<file path="config.mk">
export PLATFORM = sky130hd
export DESIGN_NAME = button_event_queue_auto_repeat_flat
export DESIGN_NICKNAME = d
export VERILOG_FILES = /design/src/design/beqar_pkg.sv /design/src/design/beqar_if.sv /design/src/design/button_event_queue_auto_repeat.sv /design/src/design/beqar_queue.sv /design/src/design/beqar_ctrl.sv /design/src/flat_wrapper.sv
export SDC_FILE = /design/constraint.sdc
export NUM_CORES = 1
export LEC_CHECK = 0
export BUFFER_PORTS_ARGS = -buffer_cell sky130_fd_sc_hd__buf_2
export CAP_MARGIN = 0
export CELL_PAD_IN_SITES_DETAIL_PLACEMENT = 1
export CELL_PAD_IN_SITES_GLOBAL_PLACEMENT = 1
export CORE_UTILIZATION = 52
export CTS_CLUSTER_SIZE = 8
export DETAILED_ROUTE_END_ITERATION = 16
export GPL_TIMING_DRIVEN = 0
export PLACE_DENSITY = 0.95
export SKIP_CTS_REPAIR_TIMING = 1
export SLEW_MARGIN = 20
export SYNTH_ARGS = -nofsm -noshare
export SYNTH_HDL_FRONTEND = slang
export SYNTH_HIERARCHICAL = 1
export SYNTH_SLANG_ARGS = --single-unit
export TNS_END_PERCENT = 5
</file>
<file path="constraint.sdc">
create_clock -name clk_i -period 5.2 [get_ports clk_i]
set_input_delay 0.26 -clock clk_i [delete_from_list [all_inputs] [get_ports clk_i]]
set_output_delay 0.26 -clock clk_i [all_outputs]
set_load 0.01 [all_outputs]
</file>
<file path="src/design/beqar_pkg.sv">
package beqar_pkg;

  localparam int unsigned PINS_W   = 4;
  localparam int unsigned NOW_W    = 32;
  localparam int unsigned DELAY_W  = 16;
  localparam int unsigned BTN_W    = 3;
  localparam int unsigned COUNT_W  = 3;
  localparam int unsigned IDX_W    = 2;
  localparam int unsigned CFG_IDX_W  = 2;
  localparam int unsigned CFG_DATA_W = 16;

  localparam logic [DELAY_W-1:0] FIRST_WAIT_RST = 16'd300;
  localparam logic [DELAY_W-1:0] REP_WAIT_RST   = 16'd150;

  localparam logic signed [BTN_W-1:0] BTN_NONE = -3'sd1;

  // register map of the configuration port
  localparam logic [CFG_IDX_W-1:0] CFG_FIRST_WAIT = 2'd0;
  localparam logic [CFG_IDX_W-1:0] CFG_REP_WAIT   = 2'd1;
  localparam logic [CFG_IDX_W-1:0] CFG_ENABLE     = 2'd2;

  typedef enum logic [1:0] {
    OP_PIN_CHANGE = 2'd0,
    OP_POP        = 2'd1,
    OP_POLL       = 2'd2,
    OP_NONE       = 2'd3
  } op_e;

  typedef struct packed {
    logic             hit;
    logic [IDX_W-1:0] idx;
  } single_t;

  // queue commands from the control logic
  typedef struct packed {
    logic             push;
    logic             pop;
    logic [IDX_W-1:0] data;
  } q_ctrl_t;

  // queue state seen by the control logic
  typedef struct packed {
    logic             full;
    logic             empty;
    logic [IDX_W-1:0] head;
  } q_stat_t;

  function automatic single_t single_button(input logic [PINS_W-1:0] pins);
    single_t res;
    res = '0;
    case (pins)
      4'b0001: res = '{hit: 1'b1, idx: 2'd0};
      4'b0010: res = '{hit: 1'b1, idx: 2'd1};
      4'b0100: res = '{hit: 1'b1, idx: 2'd2};
      4'b1000: res = '{hit: 1'b1, idx: 2'd3};
      default: res = '0;
    endcase
    return res;
  endfunction

endpackage

</file>
<file path="src/design/beqar_if.sv">
interface beqar_in_if;
  import beqar_pkg::*;

  logic                valid;
  logic                ready;
  op_e                 operation;
  logic [PINS_W-1:0]   pins;
  logic [NOW_W-1:0]    now;

  modport source (output valid, operation, pins, now, input ready);
  modport sink   (input valid, operation, pins, now, output ready);
endinterface

interface beqar_out_if;
  import beqar_pkg::*;

  logic                     valid;
  logic                     ready;
  logic signed [BTN_W-1:0]  button;
  logic [COUNT_W-1:0]       queue_count;

  modport source (output valid, button, queue_count, input ready);
  modport sink   (input valid, button, queue_count, output ready);
endinterface

</file>
<file path="src/design/button_event_queue_auto_repeat.sv">
// Four-button key event queue with auto-repeat.
// in_i carries one word per operation: a pin change (queue a single pressed
// button, arm or disarm the repeat timer), a pop of the queue head, or a
// repeat poll against the tick count in now. out_o returns one word for every
// input word, in order: the delivered button index 0..3 or -1 for none, and
// the queue fill after that operation.
// The cfg_* port writes the first repeat wait (0), the repeat interval (1)
// and enable (2); write it only while no word is in flight.
// Path: an accepted word is held in the input register, processed from there
// and its result is held in the result register, which drives out_o.
// Throughput: one word per cycle while out_o is not stalled; all the work is
// one pass of logic between the input register and the result register.
// Stall: while out_o holds a word that is not taken, one more input word is
// taken into the input register, then in_i.ready drops until out_o drains.
// Reset clears the queue, the last pin pattern and the repeat timer, and
// loads the delay and enable registers with their defaults.
module button_event_queue_auto_repeat #(
  parameter int unsigned QUEUE_DEPTH = 4
) (
  input  logic                              clk_i,
  input  logic                              rst_ni,
  input  logic                              cfg_we_i,
  input  logic [beqar_pkg::CFG_IDX_W-1:0]   cfg_idx_i,
  input  logic [beqar_pkg::CFG_DATA_W-1:0]  cfg_wdata_i,
  beqar_in_if.sink                          in_i,
  beqar_out_if.source                       out_o
);
  import beqar_pkg::*;

  localparam int unsigned FILL_W = $clog2(QUEUE_DEPTH + 1);

  logic                     in_valid_q;
  op_e                      in_op_q;
  logic [PINS_W-1:0]        in_pins_q;
  logic [NOW_W-1:0]         in_now_q;
  logic                     advance;

  logic                     out_valid_q;
  logic signed [BTN_W-1:0]  out_button_q;
  logic [COUNT_W-1:0]       out_count_q;

  q_ctrl_t                  q_ctrl;
  q_stat_t                  q_stat;
  logic [FILL_W-1:0]        fill_next;
  logic signed [BTN_W-1:0]  button;

  assign advance    = in_valid_q && (!out_valid_q || out_o.ready);
  assign in_i.ready = !in_valid_q || advance;

  always_ff @(posedge clk_i or negedge rst_ni) begin
    if (!rst_ni) begin
      in_valid_q <= 1'b0;
    end else if (in_i.ready) begin
      in_valid_q <= in_i.valid;
    end
  end

  always_ff @(posedge clk_i) begin
    if (in_i.valid && in_i.ready) begin
      in_op_q   <= in_i.operation;
      in_pins_q <= in_i.pins;
      in_now_q  <= in_i.now;
    end
  end

  beqar_ctrl u_ctrl (
    .clk_i       (clk_i),
    .rst_ni      (rst_ni),
    .cfg_we_i    (cfg_we_i),
    .cfg_idx_i   (cfg_idx_i),
    .cfg_wdata_i (cfg_wdata_i),
    .fire_i      (advance),
    .op_i        (in_op_q),
    .pins_i      (in_pins_q),
    .now_i       (in_now_q),
    .q_stat_i    (q_stat),
    .q_ctrl_o    (q_ctrl),
    .button_o    (button)
  );

  beqar_queue #(
    .QUEUE_DEPTH (QUEUE_DEPTH),
    .FILL_W      (FILL_W)
  ) u_queue (
    .clk_i       (clk_i),
    .rst_ni      (rst_ni),
    .ctrl_i      (q_ctrl),
    .stat_o      (q_stat),
    .fill_next_o (fill_next)
  );

  always_ff @(posedge clk_i or negedge rst_ni) begin
    if (!rst_ni) begin
      out_valid_q <= 1'b0;
    end else if (advance) begin
      out_valid_q <= 1'b1;
    end else if (out_o.ready) begin
      out_valid_q <= 1'b0;
    end
  end

  // hold the word until the sink takes it
  always_ff @(posedge clk_i) begin
    if (advance) begin
      out_button_q <= button;
      out_count_q  <= COUNT_W'(fill_next);
    end
  end

  assign out_o.valid       = out_valid_q;
  assign out_o.button      = out_button_q;
  assign out_o.queue_count = out_count_q;

endmodule

</file>
<file path="src/design/beqar_queue.sv">
module beqar_queue #(
  parameter int unsigned QUEUE_DEPTH = 4,
  parameter int unsigned FILL_W      = $clog2(QUEUE_DEPTH + 1)
) (
  input  logic                clk_i,
  input  logic                rst_ni,
  input  beqar_pkg::q_ctrl_t  ctrl_i,
  output beqar_pkg::q_stat_t  stat_o,
  output logic [FILL_W-1:0]   fill_next_o
);
  import beqar_pkg::*;

  logic [IDX_W-1:0]  entry_q [QUEUE_DEPTH];
  logic [FILL_W-1:0] fill_q, fill_d;

  always_comb begin
    fill_d = fill_q;
    if (ctrl_i.push) begin
      fill_d = fill_q + FILL_W'(1);
    end else if (ctrl_i.pop) begin
      fill_d = fill_q - FILL_W'(1);
    end
  end

  always_ff @(posedge clk_i or negedge rst_ni) begin
    if (!rst_ni) begin
      fill_q <= '0;
    end else begin
      fill_q <= fill_d;
    end
  end

  // push writes at the tail, pop shifts every entry one place toward the head
  always_ff @(posedge clk_i) begin
    for (int unsigned i = 0; i < QUEUE_DEPTH; i++) begin
      if (ctrl_i.push && (fill_q == FILL_W'(i))) begin
        entry_q[i] <= ctrl_i.data;
      end else if (ctrl_i.pop && (i + 1 < QUEUE_DEPTH)) begin
        entry_q[i] <= entry_q[(i + 1 < QUEUE_DEPTH) ? i + 1 : i];
      end
    end
  end

  assign stat_o.full  = (fill_q == FILL_W'(QUEUE_DEPTH));
  assign stat_o.empty = (fill_q == '0);
  assign stat_o.head  = entry_q[0];
  assign fill_next_o  = fill_d;

endmodule

</file>
<file path="src/design/beqar_ctrl.sv">
module beqar_ctrl (
  input  logic                                   clk_i,
  input  logic                                   rst_ni,
  input  logic                                   cfg_we_i,
  input  logic [beqar_pkg::CFG_IDX_W-1:0]        cfg_idx_i,
  input  logic [beqar_pkg::CFG_DATA_W-1:0]       cfg_wdata_i,
  input  logic                                   fire_i,
  input  beqar_pkg::op_e                         op_i,
  input  logic [beqar_pkg::PINS_W-1:0]           pins_i,
  input  logic [beqar_pkg::NOW_W-1:0]            now_i,
  input  beqar_pkg::q_stat_t                     q_stat_i,
  output beqar_pkg::q_ctrl_t                     q_ctrl_o,
  output logic signed [beqar_pkg::BTN_W-1:0]     button_o
);
  import beqar_pkg::*;

  logic [DELAY_W-1:0] first_wait_q;
  logic [DELAY_W-1:0] rep_wait_q;
  logic               enable_q;
  logic [PINS_W-1:0]  last_pins_q, last_pins_d;
  logic [NOW_W-1:0]   due_q, due_d;
  single_t            single;

  always_ff @(posedge clk_i or negedge rst_ni) begin
    if (!rst_ni) begin
      first_wait_q <= FIRST_WAIT_RST;
      rep_wait_q   <= REP_WAIT_RST;
      enable_q     <= 1'b1;
    end else if (cfg_we_i) begin
      case (cfg_idx_i)
        CFG_FIRST_WAIT: first_wait_q <= cfg_wdata_i[DELAY_W-1:0];
        CFG_REP_WAIT:   rep_wait_q   <= cfg_wdata_i[DELAY_W-1:0];
        CFG_ENABLE:     enable_q     <= cfg_wdata_i[0];
        default: ;
      endcase
    end
  end

  assign single = single_button(pins_i);

  always_comb begin
    last_pins_d = last_pins_q;
    due_d       = due_q;
    q_ctrl_o    = '{push: 1'b0, pop: 1'b0, data: single.idx};
    button_o    = BTN_NONE;
    if (fire_i) begin
      case (op_i)
        OP_PIN_CHANGE: begin
          if (enable_q) begin
            if (!q_stat_i.full) begin
              if (single.hit) begin
                q_ctrl_o.push = 1'b1;
                due_d = now_i + NOW_W'(first_wait_q);
              end else begin
                due_d = '0;
              end
            end
            last_pins_d = pins_i;
          end
        end
        OP_POP: begin
          if (!q_stat_i.empty) begin
            q_ctrl_o.pop = 1'b1;
            button_o     = signed'({1'b0, q_stat_i.head});
          end
        end
        OP_POLL: begin
          // zero means disarmed
          if (due_q != '0) begin
            if (pins_i != last_pins_q) begin
              due_d = '0;
            end else if (now_i > due_q) begin
              if (single.hit) begin
                due_d    = now_i + NOW_W'(rep_wait_q);
                button_o = signed'({1'b0, single.idx});
              end else begin
                due_d = '0;
              end
            end
          end
        end
        default: ;
      endcase
    end
  end

  always_ff @(posedge clk_i or negedge rst_ni) begin
    if (!rst_ni) begin
      last_pins_q <= '0;
      due_q       <= '0;
    end else begin
      last_pins_q <= last_pins_d;
      due_q       <= due_d;
    end
  end

endmodule

</file>
<file path="src/flat_wrapper.sv">
// flat-port wrapper written by rule: the top's interface ports become plain ports
module button_event_queue_auto_repeat_flat import beqar_pkg::*;
#(
  parameter int unsigned QUEUE_DEPTH = 4
)
  (clk_i, rst_ni, cfg_we_i, cfg_idx_i, cfg_wdata_i, in_i_valid, in_i_operation, in_i_pins, in_i_now, in_i_ready, out_o_valid, out_o_button, out_o_queue_count, out_o_ready);
  beqar_in_if in_i_i ();
  beqar_out_if out_o_i ();
  input  logic clk_i;
  input  logic rst_ni;
  input  logic cfg_we_i;
  input  logic [beqar_pkg::CFG_IDX_W-1:0] cfg_idx_i;
  input  logic [beqar_pkg::CFG_DATA_W-1:0] cfg_wdata_i;
  input wire logic [$bits(in_i_i.valid)-1:0] in_i_valid;
  input wire logic [$bits(in_i_i.operation)-1:0] in_i_operation;
  input wire logic [$bits(in_i_i.pins)-1:0] in_i_pins;
  input wire logic [$bits(in_i_i.now)-1:0] in_i_now;
  output wire logic [$bits(in_i_i.ready)-1:0] in_i_ready;
  output wire logic [$bits(out_o_i.valid)-1:0] out_o_valid;
  output wire logic [$bits(out_o_i.button)-1:0] out_o_button;
  output wire logic [$bits(out_o_i.queue_count)-1:0] out_o_queue_count;
  input wire logic [$bits(out_o_i.ready)-1:0] out_o_ready;
  assign in_i_i.valid = in_i_valid;
  assign in_i_i.operation = in_i_operation;
  assign in_i_i.pins = in_i_pins;
  assign in_i_i.now = in_i_now;
  assign in_i_ready = in_i_i.ready;
  assign out_o_valid = out_o_i.valid;
  assign out_o_button = out_o_i.button;
  assign out_o_queue_count = out_o_i.queue_count;
  assign out_o_i.ready = out_o_ready;
  button_event_queue_auto_repeat #(.QUEUE_DEPTH(QUEUE_DEPTH)) u_core (.clk_i(clk_i), .rst_ni(rst_ni), .cfg_we_i(cfg_we_i), .cfg_idx_i(cfg_idx_i), .cfg_wdata_i(cfg_wdata_i), .in_i(in_i_i), .out_o(out_o_i));
endmodule
</file>
# Yosys cells after proc, flatten, opt, wreduce, memory -nomap -nowiden
# Memories as Yosys holds them, arrays and structs flattened.
# Cells that the tools add are included.
[classes] n_lt_le_gt_ge=1 muxes=47 reduce_logical=22 eq_ne=17 addsub=4 n_bitwise=3
[op_table] operator="$mux 32" n=7
[op_table] operator="$add 32x16->32" n=2
[op_table] operator="$pmux 32 s2" n=1
[op_table] operator="$gt 32x32->1" n=1
[op_table] operator="$reduce_bool 32->1" n=1
[op_table] operator="$mux 1" n=24
[op_table] operator="$mux 3" n=7
[op_table] operator="$mux 2" n=6
[op_table] operator="$pmux 3 s4" n=1
[op_table] operator="$eq 3x2->1 const B" n=2
[op_table] operator="$logic_and 1x1->1" n=6
[op_table] operator="$ne 2x2->1 const B" n=3
[op_table] operator="$pmux 3 s2" n=1
[op_table] operator="$reduce_and 2->1" n=3
[op_table] operator="$reduce_and 6->1" n=1
[op_table] operator="$eq 2x1->1 const B" n=2
[op_table] operator="$eq 2x2->1 const B" n=2
[op_table] operator="$eq 4x1->1 const B" n=1
[op_table] operator="$eq 4x2->1 const B" n=1
[op_table] operator="$eq 4x3->1 const B" n=1
[op_table] operator="$eq 4x4->1 const B" n=1
[op_table] operator="$logic_not 2->1" n=2
[op_table] operator="$ne 4x4->1" n=1
[op_table] operator="$reduce_bool 2->1" n=2
[op_table] operator="11 further kinds" n=15
[word_totals] word_cells=108 n_memories=1 in_bits=61 ram_bits=8 out_inout_bits=8 regBits=118
[memory_table] memory="u_core.u_queue.entry_q" words=4 width=2 read_ports=4 rd_clocked_by_memory_dff=0 wr=3 line_no="beqar_queue.sv:13" source="logic [IDX_W-1:0] entry_q [QUEUE_DEPTH];"

# Depth between registers and ports, before layout
# Gate-level depths: netlist of the first run.
[depth] depth_word=12 ltp_mapped=12 depth_no_buf=10

# Modules after synthesis
# Netlist of the first run, hierarchy kept.
[modules_own_cells] module="beqar_ctrl" cells_each=648 instances=1 seq_area_each_um2=1737.9 area_each_um2=5841.9
[modules_own_cells] module="button_event_queue_auto_repeat" cells_each=52 instances=1 seq_area_each_um2=1371.3 area_each_um2=1425.1
[modules_own_cells] module="beqar_queue" cells_each=62 instances=1 seq_area_each_um2=315.3 area_each_um2=705.7

# Worst setup path after synthesis of the first run
# No wires, ideal clock.
[synth_path] path_type="register to register" from="register u_core.in_now_q[0]" to="register u_core.u_ctrl.due_q[24]" synth_period_minus_slack_ns=2.741 path_buffers=0 setup_ns=0.120 stages_incl_launch_ff=11 required_ns=5.080 arrival_ns=2.621 path_slack_ns=2.459 cell_sequence="edfxtp_1 ha_1 fa_1 a211oi_1 o21bai_1 a21boi_0 o31ai_1 o31ai_1 o22a_2 o21bai_1 a31o_2"
[synth_between] elab_chain_cells=6 word_cells_on_any_way=13 classes_between="add/sub (2); order compare (1); eq/ne (1); mux (8); reduce/logical (1)"
[synth_rtl] item="start: declaration" line_no="button_event_queue_auto_repeat.sv:35" source="logic [NOW_W-1:0] in_now_q;"
[synth_rtl] item="start signal: assignment" line_no="button_event_queue_auto_repeat.sv:62" source="in_now_q <= in_i.now;"
[synth_rtl] item="$add 32x16->32" line_no="beqar_ctrl.sv:74" source="due_d = now_i + NOW_W'(rep_wait_q);"
[synth_rtl] item="$mux 32" line_no="beqar_ctrl.sv:73" source="if (single.hit) begin"
[synth_rtl] item="$mux 32" line_no="beqar_ctrl.sv:72" source="end else if (now_i > due_q) begin"
[synth_rtl] item="$mux 32" line_no="beqar_ctrl.sv:70" source="if (pins_i != last_pins_q) begin"
[synth_rtl] item="$mux 32" line_no="beqar_ctrl.sv:69" source="if (due_q != '0) begin"
[synth_rtl] item="$pmux 32 s2" line_no="beqar_ctrl.sv:47" source="case (op_i)"
[synth_rtl] item="end signal: assignment" line_no="beqar_ctrl.sv:93" source="due_q <= due_d;"
[synth_rtl] item="end: declaration" line_no="beqar_ctrl.sv:21" source="logic [NOW_W-1:0] due_q, due_d;"
# Parallel ways exist; a longest one is shown, timed or not. The select of a mux whose other input is x is not followed.
# A chain may end at the register's enable or synchronous reset.

# Worst setup path after layout of the first run
[layout_path] from="register u_core.in_now_q[0]" to="register u_core.u_ctrl.due_q[30]"
# The elaborated chain is that of the path after synthesis.

==> results of run 1 <==
==> stage by stage <==
step	hold slack, ns	std cells	power, W	area [um^2]	utilization
2_1_floorplan	-0.03559	762	0.002335	7973	-
3_3_place_gp	0.4360	1014	0.002629	8543	0.5790
3_5_place_dp	0.2022	1015	0.002754	8578	0.5814
4_1_cts	-0.2536	1047	0.004022	9166	0.6213
5_1_grt	-0.003763	1073	0.004251	9427	0.6389
6_report	0.003905	1073	0.004064	9427	0.6389
==> cells in the mapped netlist, types with 6 or more instances <==
master      n  area [um^2]
a31oi_1     7        43.79
o31ai_1     8        60.06
o221a_2     8        90.09
o211ai_1   15        112.6
o21ai_0    26        130.1
a21boi_0    8        60.06
nor3_1     10        50.05
dfrtp_1    65         1627
inv_1      46        172.7
a21o_1     14        105.1
mux2_2     38        427.9
nor4_1     11        68.82
dfstp_2     9        236.5
nand4_1    17        106.4
o22ai_1     7        43.79
nand3_1    22        110.1
xor2_1     18        157.7
a21oi_1    50        250.2
nand2_1    47        176.4
clkbuf_1   14        52.55
nor2_1     46        172.7
o21bai_1    9        67.56
and2_1      6        37.54
a2bb2oi_1   6        52.55
edfxtp_1   52         1562
and3_1      7        43.79
a211oi_1    6        45.04
ha_1       73        913.4
xnor2_1    17        148.9
nand2b_1    7        43.79
nand4b_1    6        52.55
==> flip-flops by register name (all words and copies together) (netlist names), 3 cells and up <==
signal / count
u_core/u_queue/entry_q: 8
u_core/u_queue/fill_q: 3
u_core/u_ctrl/rep_wait_q: 16
u_core/out_o.button: 3
u_core/u_ctrl/due_q: 32
u_core/out_o.queue_count: 3
u_core/u_ctrl/first_wait_q: 16
u_core/u_ctrl/last_pins_q: 4
u_core/in_pins_q: 4
u_core/in_now_q: 32
==> power groups by stage <==
| stage | Clock [W] | Sequential (W) | Combinational, W |
|---|---|---|---|
| floorplan | 0 | 0.00139 | 0.000950 |
| global placement | 0 | 0.00143 | 0.00120 |
| detailed placement | 0 | 0.00145 | 0.00130 |
| CTS | 0.00122 | 0.00144 | 0.00136 |
| global route | 0.00126 | 0.00147 | 0.00152 |
| finish | 0.00121 | 0.00145 | 0.00140 |
==> final cells by class <==
cell class                      instances  area [um^2]  share of cell area
Buffer                                 25        130.1             0.01380
Clock buffer                           18        439.2             0.04659
Clock inverter                         14        148.9             0.01580
Inverter                               47        176.4             0.01872
Multi-Input combinational cell        564         4247              0.4505
Sequential cell                       126         3425              0.3633
Tap cell                              184        230.2             0.02442
Timing Repair Buffer                   95        630.6             0.06690
==> logic make-up after synthesis <==
group / synth area share
adders and majority gates: 0.1196
and+or+nand+nor: 0.1430
DFF: 0.4295
AOI/OAI and AO/OA: 0.1773
buffers and inverters: 0.03845
muxes: 0.05367
xor gates and xnor gates: 0.03845
==> worst register-to-register path, cell delays in order (launching register included) <==
cell       delay [ns]
edfxtp_1         0.47
ha_1             0.31
fa_1             0.46
a211oi_1         0.31
o21bai_1         0.20
a21boi_0         0.30
o31ai_1          0.18
o31ai_1          0.80
a22oi_1          0.46
a21boi_0         0.31
a2bb2oi_1        0.27
==> path summary, 6_finish.rpt <==
kind | depth (start not counted) | end | from
worst max-delay path | 10 | u_core/u_ctrl/due_q[30] | u_core/in_now_q[0]
worst min-delay path | 1 | u_core/in_now_q[24] | in_i_now[24]
worst max register to register | 10 | u_core/u_ctrl/due_q[30] | u_core/in_now_q[0]
worst min register to register | 1 | u_core/u_ctrl/first_wait_q[4] | u_core/u_ctrl/first_wait_q[4]
max in group asynchronous | 3 | u_core/u_ctrl/first_wait_q[8] | rst_ni
min in group asynchronous | 2 | u_core/in_valid_q | rst_ni
==> layer usage <==
metal / global-route usage / up-vias / share of wire
li1: - / 3088 / -
met1: 0.3793 / 3435 / 0.39
met2: 0.5840 / 282 / 0.52
met3: 0.07519 / 92 / 0.056
met4: 0.1651 / 0 / 0.038
met5: 0 / - / 0
==> placed cells by master (no fill, tap or decap), drive strengths merged, types with 6 or more instances in the layout <==
cell / netlist / final
buf: 10 / 79
ha: 73 / 73
dfrtp: 65 / 65
edfxtp: 52 / 52
a21oi: 50 / 50
nor2: 48 / 48
nand2: 47 / 47
inv: 46 / 46
mux2: 38 / 38
clkbuf: 15 / 33
dlygate4sd3: 0 / 26
o21ai: 26 / 26
nand3: 22 / 22
xor2: 18 / 18
xnor2: 17 / 17
nand4: 17 / 17
o211ai: 15 / 15
a21o: 14 / 14
nor4: 12 / 12
nor3: 12 / 12
clkinv: 1 / 10
o21bai: 9 / 9
dfstp: 9 / 9
a21boi: 9 / 9
or2: 9 / 9
o31ai: 8 / 8
o221a: 8 / 8
nand2b: 7 / 7
and3: 7 / 7
o22ai: 7 / 7
a31oi: 7 / 7
and2: 7 / 7
a211oi: 7 / 7
a2bb2oi: 6 / 6
nand4b: 6 / 6
==> impl_results.md, run 1 <==
- Status: finished clean
- Synth Register Bits: 126
- Crit path cell chain: ha_1 > fa_1 > a211oi_1 > o21bai_1 > a21boi_0 > o31ai_1 > o31ai_1 > a22oi_1 > a21boi_0 > a2bb2oi_1
- Synth unique cells: between 70 and 80
- Reg power frac: 0.358
- Combinational Power Share: 0.344
- CTS tree: built
- Largest net degree at the start of global routing: 53
- Critical Path Slowest Stage Cell: o31ai_1
- Input/output buffers: between 60 and 70
- Critical Path AT: around 4.5 ns
- EDFF count, synth: 52
- DR WL/cell: 23.82 um
- Worst path bufs/invs: 0
- Crit-path leading delay family: compound AO/OA/AOI/OAI gates
- Clock latency at the later pin of the worst-skew pair: about 0.44 ns
- Final Skew: slightly below 0.01 ns
- DRC: 0
- Worst VDD drop: between 0.3 and 0.4 mV
- Leak Pwr: 4.008 nW
- Syn. warnings: 6
- Initial core utilization: 0.5404
- Post-layout min period: 4.146 ns
- Required @ worst endpoint: 5.54 ns
- Iteration-0 DRC Markers: about 540
- Die area: around 16,000 um^2
- Net Count, Synth: 898
- Achievable frequency: about 240 MHz
- Worst slew margin: 0.3523
- Final period util: 0.7972
- Mapped Cells: between 700 and 800
- Die width: 125.8 um
- Grt total ovfl: 0
- R2r setup slk: 1.05 ns
- Sink Count: 126
- Cell Pwr Density: 431.1 nW/um^2
- Int Pwr: about 0.0026 W
- Root Driver: clkbuf_16
- Fin. max-slew vios: 0
- Initial antenna violation count: 0
- Crit path max fanout: 5
- Maxcap violations: 0
- Ports: 69
- Net Sw Frac: 0.3593
- Final hold vios: 0
- Netlist Area Pre-Place: around 8000 um^2
- ANT nets after route: 0
- Num CTS Buffers: 17
- Die height: 125.8 um
- GP Congestion: 0.8768
- Pre-antenna DRT Iters: 5
- Finish-stage setup viols: 0
- Net Sw Power: roughly 0.0015 W
- Nets: slightly above 1,000
- Filler Cell Count: about 1,600
- Kind of critical path: flip-flop to flip-flop
- Final WS setup: between 1 and 1.5 ns
- Area of the core: approximately 15,000 um^2
- Max Buffers Root-to-Sink: 2
- Setup TNS: 0 ns
- H-tree depth: 4
- Register area share after synthesis: 0.4295
- Startpoint Class: flip-flop
- # rows: 44
- Primary FF master, synth: dfrtp_1
- CTS clock-pin slew for the worst setup and hold paths: ~0.060 ns
- Synth async-reset ratio: 0.5873
- Clock network power share: 0.298
- Worst setup EP type: flip-flop
- Area Growth Syn to Fin: 18.24%
- Unrepaired setup endpoints after global routing: no
- Vias in the first global route: 7,676
- Pre-CTS WS: around 1.3 ns
- Dpl hpwl: around 17,000 um
- Worst hold path type: input pin to flip-flop
- Share of post-route cells with drive strength above 1: 0.2092
- Post-Syn Area per Cell: 10.46 um^2
- Via density: 6.428
- Slowest stage delay, CP: 0.80 ns
- Antenna diode count: 0
- Tightest Pin Transition: about 0.96 ns
- Total track usage: 0.3314
- Final WL: approximately 26,000 um
- Total number of vias: between 6,000 and 7,000
- First-pass GRT wire length: between 40,000 and 50,000 um
No activity file was read; power rests on OpenSTA's default activity.
==> run 2: changes to the inputs <==
--- a/config.mk
+++ b/config.mk
@@ -9,11 +9,11 @@
 export CAP_MARGIN = 0
 export CELL_PAD_IN_SITES_DETAIL_PLACEMENT = 1
 export CELL_PAD_IN_SITES_GLOBAL_PLACEMENT = 1
-export CORE_UTILIZATION = 52
+export CORE_UTILIZATION = 48
 export CTS_CLUSTER_SIZE = 8
 export DETAILED_ROUTE_END_ITERATION = 16
 export GPL_TIMING_DRIVEN = 0
-export PLACE_DENSITY = 0.95
+export PLACE_DENSITY = 0.9
 export SKIP_CTS_REPAIR_TIMING = 1
 export SLEW_MARGIN = 20
 export SYNTH_ARGS = -nofsm -noshare
==> constraint.sdc (replaced) <==
create_clock -name clk_i -period 4.1 [get_ports clk_i]
set_input_delay 0.205 -clock clk_i [delete_from_list [all_inputs] [get_ports clk_i]]
set_output_delay 0.205 -clock clk_i [all_outputs]
set_load 0.01 [all_outputs]
==> impl_results.md, run 2 (synthesis results as in run 1) <==
- Share of post-route cells with drive strength above 1: 0.2051 (-0.004124)
- Num CTS Buffers: 17 (unchanged)
- Worst setup EP type: flip-flop
- DR WL/cell: 21.07 um (-12%)
- Kind of critical path: flip-flop to flip-flop
- Fin. max-slew vios: 0 (unchanged)
- ANT nets after route: 0 (unchanged)
- Hold Crit Depth: 2 (+1)
- Initial core utilization: 0.4965 (-0.04387)
- Post-layout power: 0.005085 W (+25%)
- Ports: 69 (unchanged)
- Vias in the first global route: 6,975 (-9.1%)
- Commonest non-fill, non-tap cell in the layout: ha_1
- Cell Pwr Density: 529.3 nW/um^2 (+23%)
- Total track usage: 0.2798 (-0.05169)
- Most frequent cells in the layout: ha_1 (73), buf_2 (71), dfrtp_1 (65)
- Worst slew margin: 0.3942 (+0.04188)
- Max Buffers Root-to-Sink: 2 (unchanged)
- CTS tree: built
- Antenna diode count: 0 (unchanged)
- Post-layout min period: 3.835 ns (-0.3108 ns)
- Die height: 130.9 um (+4.0%)
- Final WL: 23,560 um (-7.8%)
- Final Skew: 0.01279 ns (+0.003109 ns)
- Final core utilization: 0.5983 (-0.04065)
- Area Growth Syn to Fin: 20.50%
- Crit-path leading delay family: simple AND/OR/NAND/NOR gates
- Crit path max fanout: 10 (+5)
- Critical Path Slowest Stage Cell: nor4_1
- Worst Reg-to-Reg Cells: 10 (unchanged)
- Nets: 1,025 (+1.3%)
- Root Driver: clkbuf_16
- Critical Path AT: 4.11 ns (-0.37 ns)
- Status: finished clean
- Tightest Pin Transition: 0.8992 ns (-0.06409 ns)
- Hold_sp: cfg_wdata_i[3]
- H-tree depth: 4 (unchanged)
- Die width: 130.9 um (+4.0%)
- Slowest stage delay, CP: 0.69 ns (-0.11 ns)
- Initial antenna violation count: 0 (unchanged)
- Crit path cell chain: ha_1 > nand4_1 > nor4_1 > and2_1 > a22oi_1 > a31oi_1 > clkbuf_1 > clkbuf_1 > o31ai_1 > a2bb2oi_1
- CTS clock-pin slew for the worst setup and hold paths: 0.06 ns (about the same)
- R2r setup slk: 0.27 ns (-0.79 ns)
- Largest registers: u_core/in_now_q: 32 flops, u_core/u_ctrl/due_q: 32 flops
- Iteration-0 DRC Markers: 312 (-42%)
- First-pass GRT wire length: 35,940 um (-11%)
- Input/output buffers: 68 (unchanged)
- Total number of vias: 6,677 (-3.2%)
- Worst r2r src: u_core/in_now_q[31]
- Largest net degree at the start of global routing: 49 (-7.5%)
- Unrepaired setup endpoints after global routing: no
- # rows: 46 (+4.5%)
- Final period util: 0.9353 (+0.1381)
- Sink Count: 126 (unchanged)
- Cell mode on critical path: clkbuf_1
- Die area: 17,130 um^2 (+8.2%)
- Pre-antenna DRT Iters: 7 (+2)
- Achievable frequency: 260.8 MHz (+8.1%)
- DRC: 0 (unchanged)
- Required @ worst endpoint: 4.37 ns (-1.17 ns)
- GP Congestion: 0.8809 (+0.47%)
- Final hold vios: 0 (unchanged)
- Area of the core: 16,060 um^2 (+8.8%)
- Setup TNS: 0 ns (unchanged)
- Clock latency at the later pin of the worst-skew pair: 0.43 ns (about the same)
- Grt total ovfl: 0 (unchanged)
- Worst hold path type: input pin to flip-flop
- Reg-to-Reg End: u_core/u_ctrl/due_q[21]
- Startpoint Class: flip-flop
- Finish-stage setup viols: 0 (unchanged)
- Leak Pwr: 4.068 nW (+1.5%)
- Dpl hpwl: 16,550 um (-3.3%)
- Hold Path End: u_core/u_ctrl/rep_wait_q[3]
- Worst path bufs/invs: 2 (+2)
- Via density: 5.972 (-7.1%)
- Worst VDD drop: 0.3626 mV (+15%)
- Maxcap violations: 0 (unchanged)
-- run 2: cell count changes in the layout (fill, tap and decap cells not counted), sizes merged --
cell and delta:
clkinv -6, dlygate4sd3 +13, bufinv -1, clkbuf +9, clkinvlp -2
-- run 2: how the worst max path moves through the flow --
stage | slack, ns | cells past startpoint | start | end
2_1_floorplan | 1.36 | 10 | u_core/in_now_q[0] | u_core/u_ctrl/due_q[24]
5_1_grt | 0.13 | 10 | u_core/in_now_q[31] | u_core/u_ctrl/due_q[15]
4_1_cts | 0.25 | 10 | u_core/in_now_q[0] | u_core/u_ctrl/due_q[30]
3_3_place_gp | 0.42 | 10 | u_core/in_now_q[31] | u_core/u_ctrl/due_q[15]
3_5_place_dp | 0.26 | 10 | u_core/in_now_q[0] | u_core/u_ctrl/due_q[22]
6_report | 0.27 | 10 | u_core/in_now_q[31] | u_core/u_ctrl/due_q[21]
-- run 2: final cells by class --
class	count	area, um^2
inverters	47	176.4
flip-flops and latches	126	3425
repair buffers	108	760.7
well taps	216	270.3
plain buffers	25	130.1
multi-input cells	564	4252
clock buffers	27	514.2
clock inverters	5	78.83
fillers	1751	6451
-- run 2: per-layer routing --
layer | vias to the layer above | GRT usage | share of wire
met2 | 203 | 0.5017 | 0.51
met3 | 63 | 0.05252 | 0.041
met5 | - | 0 | 0
li1 | 3124 | - | -
met1 | 3287 | 0.3297 | 0.42
met4 | 0 | 0.1102 | 0.032
-- run 2: through the flow --
step / std cells / worst slack (ns) / instance area [um^2] / hold WS (ns)
after floorplan: 762 / 1.359 / 7973 / -0.09059
after global placement: 1046 / 0.4248 / 8583 / 0.3811
after detailed placement: 1047 / 0.2571 / 8618 / 0.1566
after CTS: 1079 / 0.2492 / 9211 / -0.2902
after global routing: 1118 / 0.1333 / 9607 / 0.02165
final: 1118 / 0.2651 / 9607 / 0.02869
-- run 2: where the power goes --
part           total (W)  leakage (nW)  internal (W)  switching (W)
registers        0.00183          1.36       0.00160       0.000224
clock network    0.00153         0.291      0.000979       0.000549
logic            0.00173          2.41      0.000745       0.000983
==> run 3: changes to the inputs <==
--- a/config.mk
+++ b/config.mk
@@ -9,11 +9,12 @@
 export CAP_MARGIN = 0
 export CELL_PAD_IN_SITES_DETAIL_PLACEMENT = 1
 export CELL_PAD_IN_SITES_GLOBAL_PLACEMENT = 1
-export CORE_UTILIZATION = 48
+export CORE_UTILIZATION = 49
+export CTS_BUF_LIST = sky130_fd_sc_hd__clkbuf_8
 export CTS_CLUSTER_SIZE = 8
 export DETAILED_ROUTE_END_ITERATION = 16
 export GPL_TIMING_DRIVEN = 0
-export PLACE_DENSITY = 0.9
+export PLACE_DENSITY = 0.91
 export SKIP_CTS_REPAIR_TIMING = 1
 export SLEW_MARGIN = 20
 export SYNTH_ARGS = -nofsm -noshare
==> impl_results.md, run 3 (synthesis results as in run 1) <==
- Worst hold path type: input pin to flip-flop
- DRC: 0 (unchanged)
- Tightest Pin Transition: 0.9006 ns (+0.001402 ns)
- Num CTS Buffers: 17 (unchanged)
- Kind of critical path: flip-flop to flip-flop
- Via density: 5.988 (+0.26%)
- Max Buffers Root-to-Sink: 2 (unchanged)
- Iteration-0 DRC Markers: 356 (+14%)
- Final Skew: 0.01418 ns (+0.001386 ns)
- CTS tree: built
- Cell mode on critical path: clkbuf_1
- Finish-stage setup viols: 0 (unchanged)
- Unrepaired setup endpoints after global routing: no
- Antenna diode count: 0 (unchanged)
- Required @ worst endpoint: 4.41 ns (+0.04 ns)
- First-pass GRT wire length: 36,180 um (+0.67%)
- Achievable frequency: 253.4 MHz (-2.8%)
- Area Growth Syn to Fin: 20.17%
- Hold Path End: u_core/out_o.valid
- Cell Pwr Density: 490.7 nW/um^2 (-7.3%)
- Largest registers: u_core/in_now_q: 32 flops, u_core/u_ctrl/due_q: 32 flops
- Critical Path AT: 4.25 ns (+0.14 ns)
- Die width: 129.6 um (-1.0%)
- Critical Path Slowest Stage Cell: nor4_1
- Vias in the first global route: 6,985 (+0.14%)
- Reg-to-Reg End: u_core/u_ctrl/due_q[15]
- Input/output buffers: 68 (unchanged)
- Worst setup EP type: flip-flop
- Commonest non-fill, non-tap cell in the layout: ha_1
- Worst VDD drop: 0.2976 mV (-18%)
- Largest net degree at the start of global routing: 44 (-10%)
- Most frequent cells in the layout: ha_1 (73), buf_2 (71), dfrtp_1 (65)
- Ports: 69 (unchanged)
- Maxcap violations: 0 (unchanged)
- # rows: 46 (unchanged)
- Slowest stage delay, CP: 0.67 ns (-0.02 ns)
- Worst slew margin: 0.3932 (-0.0009450)
- Post-layout min period: 3.946 ns (+0.1109 ns)
- Worst Reg-to-Reg Cells: 10 (unchanged)
- ANT nets after route: 0 (unchanged)
- Nets: 1,042 (+1.7%)
- Hold_sp: out_o_ready
- R2r setup slk: 0.15 ns (-0.11 ns)
- Fin. max-slew vios: 0 (unchanged)
- Final WL: 24,140 um (+2.5%)
- Pre-antenna DRT Iters: 4 (-3)
- DR WL/cell: 21.27 um (+0.93%)
- H-tree depth: 4 (unchanged)
- Startpoint Class: flip-flop
- Filler Cell Count: 1,750 (-0.057%)
- Root Driver: clkbuf_8
- Initial antenna violation count: 0 (unchanged)
- Die area: 16,780 um^2 (-2.0%)
- Total number of vias: 6,796 (+1.8%)
- Area of the core: 15,890 um^2 (-1.1%)
- CTS clock-pin slew for the worst setup and hold paths: 0.07 ns (about the same)
- Sink Count: 126 (unchanged)
- Crit path cell chain: ha_1 > nand4_1 > nor4_1 > and2_1 > a22oi_1 > a31oi_1 > clkbuf_1 > clkbuf_1 > o21ai_0 > a2bb2oi_1
- Post-layout power: 0.004701 W (-7.6%)
- Final hold vios: 0 (unchanged)
- Leak Pwr: 4.059 nW (-0.21%)
- Share of post-route cells with drive strength above 1: 0.2046 (-0.0005296)
- GP Congestion: 0.8887 (+0.89%)
- Grt total ovfl: 0 (unchanged)
- Crit path max fanout: 10 (unchanged)
- Hold Crit Depth: 3 (+1)
- Total track usage: 0.2867 (+0.006948)
- Dpl hpwl: 16,940 um (+2.4%)
- Setup TNS: 0 ns (unchanged)
- Clock latency at the later pin of the worst-skew pair: 0.46 ns (+0.03 ns)
- Final period util: 0.9624 (+0.02704)
- Status: finished clean
- Die height: 129.6 um (-1.0%)
- Initial core utilization: 0.5019 (+0.005397)
- Worst r2r src: u_core/in_now_q[31]
[run 3: changes by cell type in the layout (fill, tap and decap cells not counted), moves of 2 or more]
cell	previous run	this run
clkbuf_16	18	0
dlygate4sd3_1	39	56
clkbuf_8	3	19
clkbuf_1	20	14
clkinv_2	2	4
clkinvlp_4	0	2
inv_1	46	48
[run 3: worst max-delay path by stage]
stage                     cells past startpoint                 endpoint  slack [ns]           startpoint
after detailed placement                     10  u_core/u_ctrl/due_q[22]        0.28   u_core/in_now_q[0]
after global placement                       10  u_core/u_ctrl/due_q[15]        0.42  u_core/in_now_q[31]
after floorplan                              10  u_core/u_ctrl/due_q[24]        1.36   u_core/in_now_q[0]
after global routing                         10  u_core/u_ctrl/due_q[15]        0.06  u_core/in_now_q[31]
after CTS                                    10  u_core/u_ctrl/due_q[15]        0.26  u_core/in_now_q[31]
final                                        10  u_core/u_ctrl/due_q[15]        0.15  u_core/in_now_q[31]
[run 3: layout make-up]
cell class | instances | area (um^2) | share of cell area
multi-input cells | 564 | 4247 | 0.4433
flip-flops and latches | 126 | 3425 | 0.3575
repair buffers | 125 | 923.4 | 0.09638
well taps | 216 | 270.3 | 0.02821
clock buffers | 19 | 261.5 | 0.02730
inverters | 47 | 176.4 | 0.01841
clock inverters | 13 | 147.6 | 0.01541
plain buffers | 25 | 130.1 | 0.01358
[run 3: layer usage]
layer / track usage / wire (um)
met1: 0.3309 / 9766
met2: 0.5127 / 12480
met3: 0.06482 / 1083
met4: 0.1183 / 806
met5: 0 / 0
[run 3: worst max-delay path, delay by kind of cell (launching register included)]
kind                     cells  cell delay [ns]
AO/OA/AOI/OAI                4             0.83
adder cells (fa/ha/maj)      1             0.36
buffers and inverters        2             1.00
AND/OR/NAND/NOR              3             1.10
flip-flops                   1             0.50
[run 3: where the power goes]
part | leakage (nW) | internal, W | total, W | switching, W
combinational | 2.48 | 0.000750 | 0.00172 | 0.000974
clock | 0.214 | 0.000625 | 0.00115 | 0.000522
sequential | 1.36 | 0.00160 | 0.00183 | 0.000228
total | 4.06 | 0.00298 | 0.00470 | 0.00172
[run 3: stage by stage]
| stage | util | cell area (um^2) | setup WS, ns | hold slack, ns | instances |
|---|---|---|---|---|---|
| finish | 0.6031 | 9580 | 0.1542 | 0.05520 | 1135 |
| global route | 0.6031 | 9580 | 0.05834 | 0.05676 | 1135 |
| CTS | 0.5678 | 9020 | 0.2630 | -0.2328 | 1079 |
| detailed placement | 0.5421 | 8611 | 0.2836 | 0.2632 | 1047 |
| global placement | 0.5403 | 8583 | 0.4170 | 0.3811 | 1046 |
| floorplan | - | 7973 | 1.359 | -0.09059 | 762 |
